### config.mk
export PLATFORM = sky130hd
export DESIGN_NAME = page_fault_frame_allocator
export DESIGN_NICKNAME = d
export VERILOG_FILES = /design/src/rtl/core/pffa_pkg.sv /design/src/rtl/core/page_fault_frame_allocator.sv
export SDC_FILE = /design/constraint.sdc
export NUM_CORES = 1
export LEC_CHECK = 0
export ABC_AREA = 1
export BUFFER_PORTS_ARGS = -buffer_cell sky130_fd_sc_hd__buf_4
export CELL_PAD_IN_SITES_DETAIL_PLACEMENT = 2
export CELL_PAD_IN_SITES_GLOBAL_PLACEMENT = 2
export CORE_MARGIN = 4
export CORE_UTILIZATION = 35
export CTS_CLUSTER_SIZE = 14
export DETAILED_ROUTE_END_ITERATION = 6
export HOLD_SLACK_MARGIN = 0.05
export PLACE_DENSITY = 0.8
export SLEW_MARGIN = 5
export SYNTH_ARGS = -nofsm -noshare
export SYNTH_HDL_FRONTEND = slang
export SYNTH_SLANG_ARGS = --single-unit
export TNS_END_PERCENT = 10
### constraint.sdc
create_clock -name clock -period 2.8 [get_ports clock]
set_clock_uncertainty 0.05 [all_clocks]
set_input_delay 0.56 -clock clock [delete_from_list [all_inputs] [get_ports clock]]
set_output_delay 0.56 -clock clock [all_outputs]
set_load 0.005 [all_outputs]
### src/rtl/core/pffa_pkg.sv
// Package for the page-fault frame allocator.
// Holds the field widths, result status codes, register addresses and defaults.
// No dependencies; used by page_fault_frame_allocator.
package pffa_pkg;

   // Default sizes of the page table and of the frame table.
   localparam int DEFAULT_MAX_PAGES  = 64;
   localparam int DEFAULT_MAX_FRAMES = 16;

   // Fixed field widths of the request and result items.
   localparam int PAGE_W     = 6;
   localparam int RND_W      = 16;
   localparam int STATUS_W   = 2;
   localparam int FRAME_W    = 4;
   localparam int REQ_DATA_W = 24;
   localparam int RSP_DATA_W = 16;

   // Configuration registers.
   localparam int PAGES_CSR_W  = 7;
   localparam int FRAMES_CSR_W = 5;
   localparam int CSR_ADDR_W   = 3;
   localparam int CSR_DATA_W   = 32;

   localparam logic [PAGES_CSR_W-1:0]  PAGES_RESET  = PAGES_CSR_W'(64);
   localparam logic [FRAMES_CSR_W-1:0] FRAMES_RESET = FRAMES_CSR_W'(16);

   // Register index as seen in address bit 2.
   localparam logic CSR_IDX_PAGES  = 1'b0;
   localparam logic CSR_IDX_FRAMES = 1'b1;

   // Result status codes.
   localparam logic [STATUS_W-1:0] STATUS_FREE     = 2'd0;
   localparam logic [STATUS_W-1:0] STATUS_VICTIM   = 2'd1;
   localparam logic [STATUS_W-1:0] STATUS_RESIDENT = 2'd2;
   localparam logic [STATUS_W-1:0] STATUS_RANGE    = 2'd3;

endpackage

### src/rtl/core/page_fault_frame_allocator.sv
// Page-fault frame allocator: page table, frame table and a small sequencer.
// The victim modulo runs on a compare/subtract unit; the free-frame search scans busy bits.
// Depends on pffa_pkg.
//
// An accepted item is checked; an out-of-range page then finishes, a resident page reads
// its frame, a fault takes the first free frame, and when none is free a victim is chosen
// (a one-frame-per-cycle scan, then a bit-serial modulo of the random word) and replaced.
// One item is worked on at a time; the next is accepted once the sequencer is
// back in idle, even while the last result still waits. Synchronous active-high
// reset clears all valid and busy bits, restores 64 pages and 16 frames.
module page_fault_frame_allocator #(
   parameter int MAX_PAGES  = pffa_pkg::DEFAULT_MAX_PAGES,
   parameter int MAX_FRAMES = pffa_pkg::DEFAULT_MAX_FRAMES
) (
   input  logic                              clock,
   input  logic                              reset,
   // Request channel. tdata: page [5:0], random_word [21:6], zero [23:22].
   input  logic                              req_tvalid,
   output logic                              req_tready,
   input  logic [pffa_pkg::REQ_DATA_W-1:0]   req_tdata,
   // Result channel. tdata: status [1:0], frame [5:2], evicted [6],
   // evicted_page [12:7], zero [15:13].
   output logic                              rsp_tvalid,
   input  logic                              rsp_tready,
   output logic [pffa_pkg::RSP_DATA_W-1:0]   rsp_tdata,
   // Configuration port.
   input  logic                              csr_psel,
   input  logic                              csr_penable,
   input  logic                              csr_pwrite,
   input  logic [pffa_pkg::CSR_ADDR_W-1:0]   csr_paddr,
   input  logic [pffa_pkg::CSR_DATA_W-1:0]   csr_pwdata,
   output logic [pffa_pkg::CSR_DATA_W-1:0]   csr_prdata,
   output logic                              csr_pready
);

   localparam int PAGE_IW  = (MAX_PAGES > 1) ? $clog2(MAX_PAGES) : 1;
   localparam int FRAME_IW = (MAX_FRAMES > 1) ? $clog2(MAX_FRAMES) : 1;
   localparam int PCNT_W   = $clog2(MAX_PAGES + 1);
   localparam int FCNT_W   = $clog2(MAX_FRAMES + 1);
   localparam int REM_W    = FCNT_W + 1;
   localparam int DCNT_W   = $clog2(pffa_pkg::RND_W);

   typedef enum logic [3:0] {
      ST_IDLE,
      ST_CHECK,
      ST_RESIDENT,
      ST_SCAN,
      ST_DIVIDE,
      ST_OWNER,
      ST_EVICT,
      ST_UPDATE,
      ST_FINISH
   } state_type;

   state_type                          state_ff;
   logic [pffa_pkg::PAGES_CSR_W-1:0]   pages_csr_ff;
   logic [pffa_pkg::FRAMES_CSR_W-1:0]  frames_csr_ff;

   logic [PCNT_W-1:0]                  npages_ff;
   logic [FCNT_W-1:0]                  nframes_ff;
   logic [pffa_pkg::PAGE_W-1:0]        page_ff;
   logic [pffa_pkg::RND_W-1:0]         rnd_ff;
   logic [FRAME_IW-1:0]                scan_ff;
   logic [REM_W-1:0]                   rem_ff;
   logic [DCNT_W-1:0]                  div_cnt_ff;
   logic [FRAME_IW-1:0]                frame_ff;

   logic [pffa_pkg::STATUS_W-1:0]      res_status_ff;
   logic                               res_evicted_ff;
   logic [pffa_pkg::PAGE_W-1:0]        res_evpage_ff;

   logic                               rsp_valid_ff;
   logic [pffa_pkg::STATUS_W-1:0]      rsp_status_ff;
   logic [pffa_pkg::FRAME_W-1:0]       rsp_frame_ff;
   logic                               rsp_evicted_ff;
   logic [pffa_pkg::PAGE_W-1:0]        rsp_evpage_ff;

   logic [MAX_PAGES-1:0]               page_valid_ff;
   logic [MAX_FRAMES-1:0]              frame_busy_ff;

   // Page-to-frame and frame-to-owner stores; entries are written before use.
   logic [FRAME_IW-1:0]                page_frame_mem [MAX_PAGES];
   logic [pffa_pkg::PAGE_W-1:0]        frame_owner_mem [MAX_FRAMES];
   logic [FRAME_IW-1:0]                page_frame_rd_ff;
   logic [pffa_pkg::PAGE_W-1:0]        owner_rd_ff;

   logic [PCNT_W-1:0]                  npages_in;
   logic [FCNT_W-1:0]                  nframes_in;
   logic [PAGE_IW-1:0]                 page_idx;
   logic [PAGE_IW-1:0]                 owner_idx;
   logic                               page_in_range;
   logic                               owner_in_range;
   logic                               scan_last;
   logic [REM_W-1:0]                   rem_shift;
   logic                               rem_ge;
   logic [REM_W-1:0]                   rem_in;
   logic                               req_accept;
   logic                               csr_write;

   // Register counts are clamped to 1..MAX at the start of each item.
   always_comb begin
      if (pages_csr_ff == '0) begin
         npages_in = PCNT_W'(1);
      end else if (32'(pages_csr_ff) > 32'(MAX_PAGES)) begin
         npages_in = PCNT_W'(MAX_PAGES);
      end else begin
         npages_in = PCNT_W'(pages_csr_ff);
      end
      if (frames_csr_ff == '0) begin
         nframes_in = FCNT_W'(1);
      end else if (32'(frames_csr_ff) > 32'(MAX_FRAMES)) begin
         nframes_in = FCNT_W'(MAX_FRAMES);
      end else begin
         nframes_in = FCNT_W'(frames_csr_ff);
      end
   end

   assign page_idx       = PAGE_IW'(page_ff);
   assign owner_idx      = PAGE_IW'(owner_rd_ff);
   assign page_in_range  = 32'(page_ff) < 32'(npages_ff);
   assign owner_in_range = 32'(owner_rd_ff) < 32'(MAX_PAGES);
   assign scan_last      = (32'(scan_ff) + 32'd1) == 32'(nframes_ff);

   // Compare/subtract step of the restoring modulo, one bit per cycle.
   assign rem_shift = {rem_ff[REM_W-2:0], rnd_ff[pffa_pkg::RND_W-1]};
   assign rem_ge    = rem_shift >= REM_W'(nframes_ff);
   assign rem_in    = rem_ge ? (rem_shift - REM_W'(nframes_ff)) : rem_shift;

   assign req_tready = (state_ff == ST_IDLE);
   assign req_accept = req_tvalid && req_tready;
   assign csr_write  = csr_psel && csr_penable && csr_pwrite && csr_pready;

   always_ff @(posedge clock) begin
      if (reset) begin
         state_ff       <= ST_IDLE;
         pages_csr_ff   <= pffa_pkg::PAGES_RESET;
         frames_csr_ff  <= pffa_pkg::FRAMES_RESET;
         page_valid_ff  <= '0;
         frame_busy_ff  <= '0;
         rsp_valid_ff   <= 1'b0;
      end else begin
         if (csr_write) begin
            case (csr_paddr[2])
               pffa_pkg::CSR_IDX_PAGES: begin
                  pages_csr_ff <= csr_pwdata[pffa_pkg::PAGES_CSR_W-1:0];
               end
               pffa_pkg::CSR_IDX_FRAMES: begin
                  frames_csr_ff <= csr_pwdata[pffa_pkg::FRAMES_CSR_W-1:0];
               end
               default: begin
               end
            endcase
         end

         // In ST_FINISH a drained result is replaced by the new one below.
         if (rsp_valid_ff && rsp_tready && (state_ff != ST_FINISH)) begin
            rsp_valid_ff <= 1'b0;
         end

         case (state_ff)
            ST_IDLE: begin
               if (req_accept) begin
                  page_ff    <= req_tdata[pffa_pkg::PAGE_W-1:0];
                  rnd_ff     <= req_tdata[pffa_pkg::PAGE_W +: pffa_pkg::RND_W];
                  npages_ff  <= npages_in;
                  nframes_ff <= nframes_in;
                  state_ff   <= ST_CHECK;
               end
            end
            ST_CHECK: begin
               res_evicted_ff <= 1'b0;
               res_evpage_ff  <= '0;
               frame_ff       <= '0;
               scan_ff        <= '0;
               if (!page_in_range) begin
                  res_status_ff <= pffa_pkg::STATUS_RANGE;
                  state_ff      <= ST_FINISH;
               end else if (page_valid_ff[page_idx]) begin
                  state_ff <= ST_RESIDENT;
               end else begin
                  state_ff <= ST_SCAN;
               end
            end
            ST_RESIDENT: begin
               res_status_ff <= pffa_pkg::STATUS_RESIDENT;
               frame_ff      <= page_frame_rd_ff;
               state_ff      <= ST_FINISH;
            end
            ST_SCAN: begin
               if (!frame_busy_ff[scan_ff]) begin
                  res_status_ff <= pffa_pkg::STATUS_FREE;
                  frame_ff      <= scan_ff;
                  state_ff      <= ST_UPDATE;
               end else if (scan_last) begin
                  rem_ff     <= '0;
                  div_cnt_ff <= '0;
                  state_ff   <= ST_DIVIDE;
               end else begin
                  scan_ff <= scan_ff + FRAME_IW'(1);
               end
            end
            ST_DIVIDE: begin
               rem_ff     <= rem_in;
               rnd_ff     <= {rnd_ff[pffa_pkg::RND_W-2:0], 1'b0};
               div_cnt_ff <= div_cnt_ff + DCNT_W'(1);
               if (div_cnt_ff == DCNT_W'(pffa_pkg::RND_W - 1)) begin
                  state_ff <= ST_OWNER;
               end
            end
            ST_OWNER: begin
               frame_ff <= FRAME_IW'(rem_ff);
               state_ff <= ST_EVICT;
            end
            ST_EVICT: begin
               if (owner_in_range) begin
                  page_valid_ff[owner_idx] <= 1'b0;
               end
               res_status_ff  <= pffa_pkg::STATUS_VICTIM;
               res_evicted_ff <= 1'b1;
               res_evpage_ff  <= owner_rd_ff;
               state_ff       <= ST_UPDATE;
            end
            ST_UPDATE: begin
               frame_busy_ff[frame_ff] <= 1'b1;
               page_valid_ff[page_idx] <= 1'b1;
               state_ff                <= ST_FINISH;
            end
            ST_FINISH: begin
               // Hold the finished item until the output register is free.
               if (!rsp_valid_ff || rsp_tready) begin
                  rsp_valid_ff   <= 1'b1;
                  rsp_status_ff  <= res_status_ff;
                  rsp_frame_ff   <= pffa_pkg::FRAME_W'(frame_ff);
                  rsp_evicted_ff <= res_evicted_ff;
                  rsp_evpage_ff  <= res_evpage_ff;
                  state_ff       <= ST_IDLE;
               end
            end
            default: begin
               state_ff <= ST_IDLE;
            end
         endcase
      end
   end

   always_ff @(posedge clock) begin
      if (state_ff == ST_CHECK) begin
         page_frame_rd_ff <= page_frame_mem[page_idx];
      end
      if (state_ff == ST_UPDATE) begin
         page_frame_mem[page_idx] <= frame_ff;
      end
   end

   always_ff @(posedge clock) begin
      if (state_ff == ST_OWNER) begin
         owner_rd_ff <= frame_owner_mem[FRAME_IW'(rem_ff)];
      end
      if (state_ff == ST_UPDATE) begin
         frame_owner_mem[frame_ff] <= page_ff;
      end
   end

   assign rsp_tvalid = rsp_valid_ff;
   assign rsp_tdata  = {3'b000, rsp_evpage_ff, rsp_evicted_ff, rsp_frame_ff, rsp_status_ff};

   assign csr_pready = 1'b1;
   assign csr_prdata = (csr_paddr[2] == pffa_pkg::CSR_IDX_FRAMES) ?
                       pffa_pkg::CSR_DATA_W'(frames_csr_ff) :
                       pffa_pkg::CSR_DATA_W'(pages_csr_ff);

   // The victim frame always lies below the clamped frame count.
   assert property (@(posedge clock) disable iff (reset)
      (state_ff == ST_OWNER) |-> (rem_ff < REM_W'(nframes_ff)))
      else $error("victim remainder not below frame count");

   // The scan never looks past the allocatable frames.
   assert property (@(posedge clock) disable iff (reset)
      (state_ff == ST_SCAN) |-> (32'(scan_ff) < 32'(nframes_ff)))
      else $error("free-frame scan out of range");

   // A mapped frame is marked busy and its page valid after the update.
   assert property (@(posedge clock) disable iff (reset)
      (state_ff == ST_UPDATE) |=>
         (frame_busy_ff[$past(frame_ff)] && page_valid_ff[$past(page_idx)]))
      else $error("allocation not recorded");

   // Only a victim replacement reports an eviction.
   assert property (@(posedge clock) disable iff (reset)
      rsp_valid_ff |-> (rsp_evicted_ff == (rsp_status_ff == pffa_pkg::STATUS_VICTIM)))
      else $error("eviction flag disagrees with status");

   // A finished item is only loaded into a free or draining output register.
   assert property (@(posedge clock) disable iff (reset)
      (state_ff == ST_FINISH && rsp_valid_ff && !rsp_tready) |=> (state_ff == ST_FINISH))
      else $error("result overwritten while pending");

endmodule

==> impl_metrics.py, run 1 <==
metrics = {
    "global_routing": {
        "overflow": 0,
        "antenna_found_initial": 2,
        "track_usage_pct": 24.1,
        "grt_pass1_vias": 18800,
        "grt_pass1_wl_um": 122000,
        "grt_max_degree": 57,
    },
    "drt": {
        "routed_via_density": 5.42,
        "drt_iter0_drc": 1365,
        "drt-met1-wl_um": 33500,
        "drc": 0,
        "drtAntennaViolNets": 0,
        "topRoutingLayerUsed": "met4",
        "drt_first_pass_iters": 5,
        "wl_per_cell_um": 26.4,
        "met3_length_um": 3800,
        "drt_wl_total_um": 81800,
        "routed-wl-met2_um": 41000,
        "via_count": 16800,
    },
    "placed_design": {
        "dpl_cell_area_um2": 24100,
        "port_buffers": 58,
        "place_ws_ns": 0.0625,
        "post-dp-hpwl_um": 56000,
        "gp_congestion": 0.931,
    },
    "synth": {
        "synth_cell_types": 48,
        "synth.avg_cell_area_um2": 10.9,
        "yosys_register_bits": 532,
        "async_flop_share_pct": 0,
        "syn_inst": 2030,
        "synthFlopType": "edfxtp_1",
        "synth_edf_count": 435,
        "synth-warning-count": 0,
        "synth_area_um2": 22000,
        "synth-seq-area-share_pct": 68.1,
    },
    "floorplanning": {
        "floorplan.rows": 91,
        "die_h_um": 259,
        "die_area_um2": 67000,
        "initial_core_util_pct": 35.5,
        "die_x_um": 259,
        "core_area_um2": 62100,
        "io_pins": 117,
    },
    "worst_setup_path": {
        "worstRegToRegCells": 10,
        "r2r-start": "page_ff[2]",
        "endpoint_kind": "register",
        "arrival_ns": 3.13,
        "critPathKind": "register to register",
        "regToRegSetupSlack_ns": 0.09,
        "cp-start-kind": "register",
        "critPathRequiredTime_ns": 3.23,
        "worstPathMaxFanout": 10,
        "r2r-end": "page_frame_rd_ff[2]",
    },
    "cells_and_area": {
        "fin_area_um2": 26100,
        "area_delta_synth_final_pct": 18.7,
        "final_nets": 2289,
        "fill_cells": 6379,
        "drive_gt1_share_pct": 14.4,
        "diodes": 0,
    },
    "status": {
        "outcome": "complete, no violations",
    },
    "power_and_ir_drop": {
        "powerDensity_nw_per_um2": 740,
        "p_leak_nw": 9.76,
        "fin_total_pwr_mw": 19.4,
        "vdd_ir_drop_max_mv": 0.453,
    },
    "clock_network": {
        "post-cts-setup-buffers": 0,
        "clock_sinks": 532,
        "cts_inserted_buffers": 58,
        "clock_path_buffers": 3,
        "cts_root_buf": "clkbuf_16",
        "cts_tree": "done",
        "path_clk_slew_ns": 0.07,
        "insertion_delay_ns": 0.64,
        "cts_htree_levels": 2,
    },
    "sta": {
        "period_needed_ns": 2.71,
        "setup_tns_ns": 0,
        "fmax_mhz": 370,
        "drv_slew": 0,
        "grt_setup_unrepaired": "no",
        "relSlewSlack_pct": 34.5,
        "fin_crit_sh_pct": 96.6,
        "worstMarginPinSlew_ns": 0.981,
        "setup_viol": 0,
        "hold_viol_final": 0,
        "setup_ws_ns": 0.0949,
    },
    "min_path": {
        "hp-start": "csr_pwdata[4]",
        "min_path_cells": 3,
        "min_to": "frames_csr_ff[4]",
        "hold_class": "input port to register",
    },
    "flow_run": {
        "maxCapViolations": 0,
    },
}
cell usage after synthesis (4+ instances only):
cell	instances	share of area, %
a211oi_1	7	0.24
a21oi_1	51	1.2
a221oi_1	15	0.60
a22o_1	6	0.24
a22oi_1	17	0.58
a31oi_1	30	0.85
buf_2	22	0.50
buf_4	37	1.3
clkbuf_1	37	0.63
dfxtp_1	97	8.8
edfxtp_1	435	59
ha_1	14	0.80
inv_1	148	2.5
inv_2	23	0.39
nand2_1	468	8.0
nand2_2	5	0.14
nand3_1	63	1.4
nand4_1	24	0.68
nor2_1	267	4.5
nor3_1	12	0.27
nor3_2	6	0.27
o2111ai_1	15	0.60
o211ai_1	8	0.27
o21ai_0	132	3.0
o21ai_1	24	0.55
o221ai_1	22	0.87
o22ai_1	7	0.20
or2_2	4	0.11
worst max-delay path by stage:
stage	startpoint	end	slack, ns	cells past startpoint
after floorplan	reset	nframes_ff[0]	0.36	5
after global placement	page_ff[0]	page_frame_rd_ff[1]	0.24	11
after detailed placement	page_ff[0]	page_frame_rd_ff[1]	0.06	11
after CTS	page_ff[0]	page_frame_rd_ff[1]	0.08	11
after global routing	page_ff[2]	page_valid_ff[43]	0.004	9
final	page_ff[2]	page_frame_rd_ff[2]	0.09	10
layout make-up:
| class | count | area [µm²] | area share, % |
|---|---|---|---|
| sequential | 532 | 15000 | 57.4 |
| multi-input combinational | 1252 | 5970 | 22.8 |
| clock buffer | 77 | 1580 | 6.06 |
| timing repair buffer | 191 | 1530 | 5.86 |
| tap | 837 | 1050 | 4.01 |
| inverter | 173 | 649 | 2.48 |
| clock inverter | 33 | 357 | 1.36 |
critical path, stage by stage (launching register included):
cell and delay (ns):
edfxtp_1 0.48, nand2_1 0.15, nor2_2 0.77, buf_4 0.31
nand2_1 0.08, and3_1 0.19, nand4_1 0.08, nand2_1 0.13
nand2_1 0.10, nor2_1 0.06, nand2_1 0.14
state kept, by name, indices dropped and copies added, names as in the netlist, 6 cells and up:
register         count
frame_busy_ff       16
frame_owner_mem     96
npages_ff            7
owner_idx            6
page_ff              6
page_frame_mem     256
page_valid_ff       64
pages_csr_ff         7
res_evpage_ff        6
rnd_ff              16
rsp_evpage_ff        6
per-layer routing:
layer | up-vias | global-route usage, %
met4 | 0 | 9.94
met5 | - | 0
li1 | 7365 | -
met2 | 505 | 42.2
met1 | 8704 | 29.8
met3 | 187 | 3.62
cell families after synthesis:
logic type	synth area share (%)
other	0.0341
adders and majority gates	0.886
AOI/OAI and AO/OA	9.48
buffers and inverters	5.41
and+or+nand+nor	15.9
DFF	68.1
xor gates and xnor gates	0.199
placed cells by master (no fill, tap or decap), types with 17 or more instances in the layout:
cell	count
nand2_1	468
edfxtp_1	435
nor2_1	262
buf_4	178
inv_1	147
o21ai_0	131
dfxtp_1	97
nand3_1	63
clkbuf_16	59
a21oi_1	51
a31oi_1	30
conb_1	29
o21ai_1	25
inv_2	24
nand4_1	24
o221ai_1	22
a22oi_1	17
through the flow:
stage                     instances  hold slack, ns  utilization (%)
after floorplan                2057           0.350                -
after global placement         2978           0.371             38.9
after detailed placement       2978           0.371             38.9
after CTS                      3094          0.0776             42.1
after global routing           3095           0.123             42.1
final                          3095           0.131             42.1
power breakdown:
part | switching [mW] | internal, mW | leakage (nW) | total [mW]
Combinational | 1.63 | 0.591 | 4.09 | 2.22
Clock | 3.32 | 4.62 | 0.953 | 7.94
Sequential | 0.150 | 9.04 | 4.72 | 9.19
timing repair:
item	in CTS	in global routing
endpoints found under the setup margin	0	3
endpoints found under the hold margin	6	0
gates resized for setup	0	3
hold buffers	6	0
No activity file was read; power rests on OpenSTA's default activity.
==> run 2: changes to the inputs <==
--- a/config.mk
+++ b/config.mk
@@ -15,6 +15,7 @@
 export DETAILED_ROUTE_END_ITERATION = 6
 export HOLD_SLACK_MARGIN = 0.05
 export PLACE_DENSITY = 0.8
+export SETUP_SLACK_MARGIN = 0.5
 export SLEW_MARGIN = 5
 export SYNTH_ARGS = -nofsm -noshare
 export SYNTH_HDL_FRONTEND = slang
==> run 2 against run 1 <==
Via count up 7.1%. Critical path depth down 1. Final cell count up 1.1%. First-iteration DRC count up 29%. Combinational power up 23%. Die area unchanged. Clock power up 2%. Sequential power about the same. Largest cell class unchanged. Highest routed layer unchanged.
==> impl_metrics.py, run 2 (synthesis results as in run 1) <==
metrics = {
    "status": {
        "outcome": "complete, no violations",
    },
    "placed_design": {
        "gp_congestion": 0.931,
        "placed_cells_incl_taps": 2978,
        "dpl_cell_area_um2": 24100,
        "place_ws_ns": 0.0625,
        "port_buffers": 58,
        "post-dp-hpwl_um": 56000,
    },
    "global_routing": {
        "grt_pass1_wl_um": 128000,
        "antenna_found_initial": 2,
        "grt_pass1_vias": 19300,
        "overflow": 0,
        "track_usage_pct": 25.4,
        "grt_max_degree": 57,
    },
    "cells_and_area": {
        "final_cells": 3129,
        "final_nets": 2323,
        "largest_reg_flops": 256,
        "mostFrequentLayoutCells": "nand2_1, edfxtp_1, nor2_1, buf_4, inv_1",
        "fin_area_um2": 27200,
        "fin_util_pct": 43.8,
        "top_regs": "page_frame_mem (256), frame_owner_mem (96), page_valid_ff (64)",
        "area_delta_synth_final_pct": 23.4,
        "top_register": "page_frame_mem",
        "fill_cells": 6300,
        "final_common_cell": "nand2_1",
        "diodes": 0,
        "drive_gt1_share_pct": 21.1,
    },
    "worst_setup_path": {
        "worstRegToRegCells": 9,
        "crit_chain": "inv_1 -> nor2_1 -> nand2_1 -> nor2_2 -> nand2_1 -> nor2_1 -> inv_1 -> o221ai_1 -> inv_1",
        "critPathRequiredTime_ns": 3.28,
        "r2r-start": "state_ff[2]",
        "worst-path-buf-inv": 3,
        "r2r-end": "page_valid_ff[31]",
        "worstPathMaxFanout": 7,
        "cp_slowest_cell": "nor2_1",
        "cp-start-kind": "register",
        "arrival_ns": 3.10,
        "critPathKind": "register to register",
        "endpoint_kind": "register",
        "crit_family": "simple AND/OR/NAND/NOR gates",
        "worst_path_most_repeated_cell": "inv_1",
        "slowest_delay_ns": 0.49,
        "regToRegSetupSlack_ns": 0.17,
    },
    "min_path": {
        "hold_class": "input port to register",
        "min_path_cells": 3,
        "hp-start": "csr_pwdata[6]",
        "min_to": "pages_csr_ff[6]",
    },
    "drt": {
        "routed_via_density": 5.74,
        "wl_per_cell_um": 30.5,
        "drt_iter0_drc": 1758,
        "topRoutingLayerUsed": "met4",
        "drt-met1-wl_um": 36100,
        "drt_first_pass_iters": 5,
        "drc": 0,
        "met3_length_um": 6300,
        "drtAntennaViolNets": 0,
        "via_count": 18000,
        "drt_wl_total_um": 95400,
        "routed-wl-met2_um": 47200,
    },
    "floorplanning": {
        "initial_core_util_pct": 35.5,
        "io_pins": 117,
        "die_area_um2": 67000,
        "die_x_um": 259,
        "core_area_um2": 62100,
        "die_h_um": 259,
        "floorplan.rows": 91,
    },
    "sta": {
        "setup_viol": 0,
        "drv_slew": 0,
        "hold_viol_final": 0,
        "worstMarginPinSlew_ns": 1.01,
        "setup_tns_ns": 0,
        "fin_crit_sh_pct": 93.8,
        "period_needed_ns": 2.63,
        "fmax_mhz": 381,
        "relSlewSlack_pct": 32.6,
        "setup_ws_ns": 0.175,
        "grt_setup_unrepaired": "yes",
    },
    "clock_network": {
        "path_clk_slew_ns": 0.07,
        "clock_path_buffers": 3,
        "cts_tree": "done",
        "clock_sinks": 532,
        "insertion_delay_ns": 0.65,
        "cts_root_buf": "clkbuf_16",
        "cts_htree_levels": 2,
        "cts_inserted_buffers": 58,
    },
    "power_and_ir_drop": {
        "pwr-share-comb_pct": 13.6,
        "pwr-share-clk_pct": 40.5,
        "p_leak_nw": 10.1,
        "p_sw_share_pct": 28.1,
        "powerDensity_nw_per_um2": 739,
        "internal-power_mw": 14.4,
        "p_sw_mw": 5.64,
        "vdd_ir_drop_max_mv": 0.669,
        "seqPwrFrac_pct": 45.9,
    },
    "flow_run": {
        "maxCapViolations": 0,
    },
}
-- run 2: cell count changes in the layout (fill, tap and decap cells not counted), moves of 8 or more --
cell	previous run	this run
o21ai_0	131	112
nand2_1	468	450
o21ai_2	0	8
nor2_2	8	45
nand2_2	5	18
nor2_1	262	202
a221oi_2	0	10
o21ai_1	25	36
buf_6	0	10
a221oi_1	15	3
nor2_4	3	26
buf_4	178	193
-- run 2: layout make-up --
type                       instances  area (µm²)  area share [%]
sequential                       532       15000            55.2
multi-input combinational       1252        6560            24.1
timing repair buffer             225        1950            7.16
clock buffer                      77        1580            5.83
tap                              837        1050            3.85
inverter                         173         688            2.53
clock inverter                    33         357            1.31
-- run 2: worst max path at each step --
stage                            from                   to  slack, ns  cells after the start
final                     state_ff[2]    page_valid_ff[31]       0.17                      9
after global routing      state_ff[2]     page_valid_ff[8]       0.19                     10
after global placement     page_ff[0]  page_frame_rd_ff[1]       0.24                     11
after CTS                 state_ff[3]           req_tready       0.30                      4
after detailed placement   page_ff[0]  page_frame_rd_ff[1]       0.06                     11
after floorplan                 reset        nframes_ff[0]       0.36                      5
-- run 2: power by group through the flow --
stage,Clock [mW],Combinational [mW],Sequential [mW]
2_1_floorplan,0,1.02,9.44
3_3_place_gp,0,1.99,9.34
3_5_place_dp,0,2.17,9.36
4_1_cts,8.06,2.38,9.19
5_1_grt,8.54,2.88,9.22
6_report,8.13,2.74,9.22
-- run 2: timing repair --
action,CTS,global route
pin swaps,20,22
hold endpoints to repair,6,0
endpoints found under the setup margin,235,289
setup buffers,15,17
cloned,2,1
hold buffers,6,0
resized for setup,93,119
-- run 2: tightest hold or removal path: stages --
cell and delay, ns:
buf_4 0.08, a21oi_1 0.06, o21ai_0 0.08
-- run 2: per-stage QoR --
step	hold WS, ns	total power [mW]
finish	0.131	20.1
global route	0.130	20.6
CTS	0.0776	19.6
detailed placement	0.371	11.5
global placement	0.371	11.3
floorplan	0.350	10.5
-- run 2: routing by layer --
layer / vias up / GRT usage, %
li1: 7443 / -
met1: 9301 / 31.2
met2: 867 / 44.4
met3: 340 / 4.17
met4: 0 / 10.9
met5: - / 0
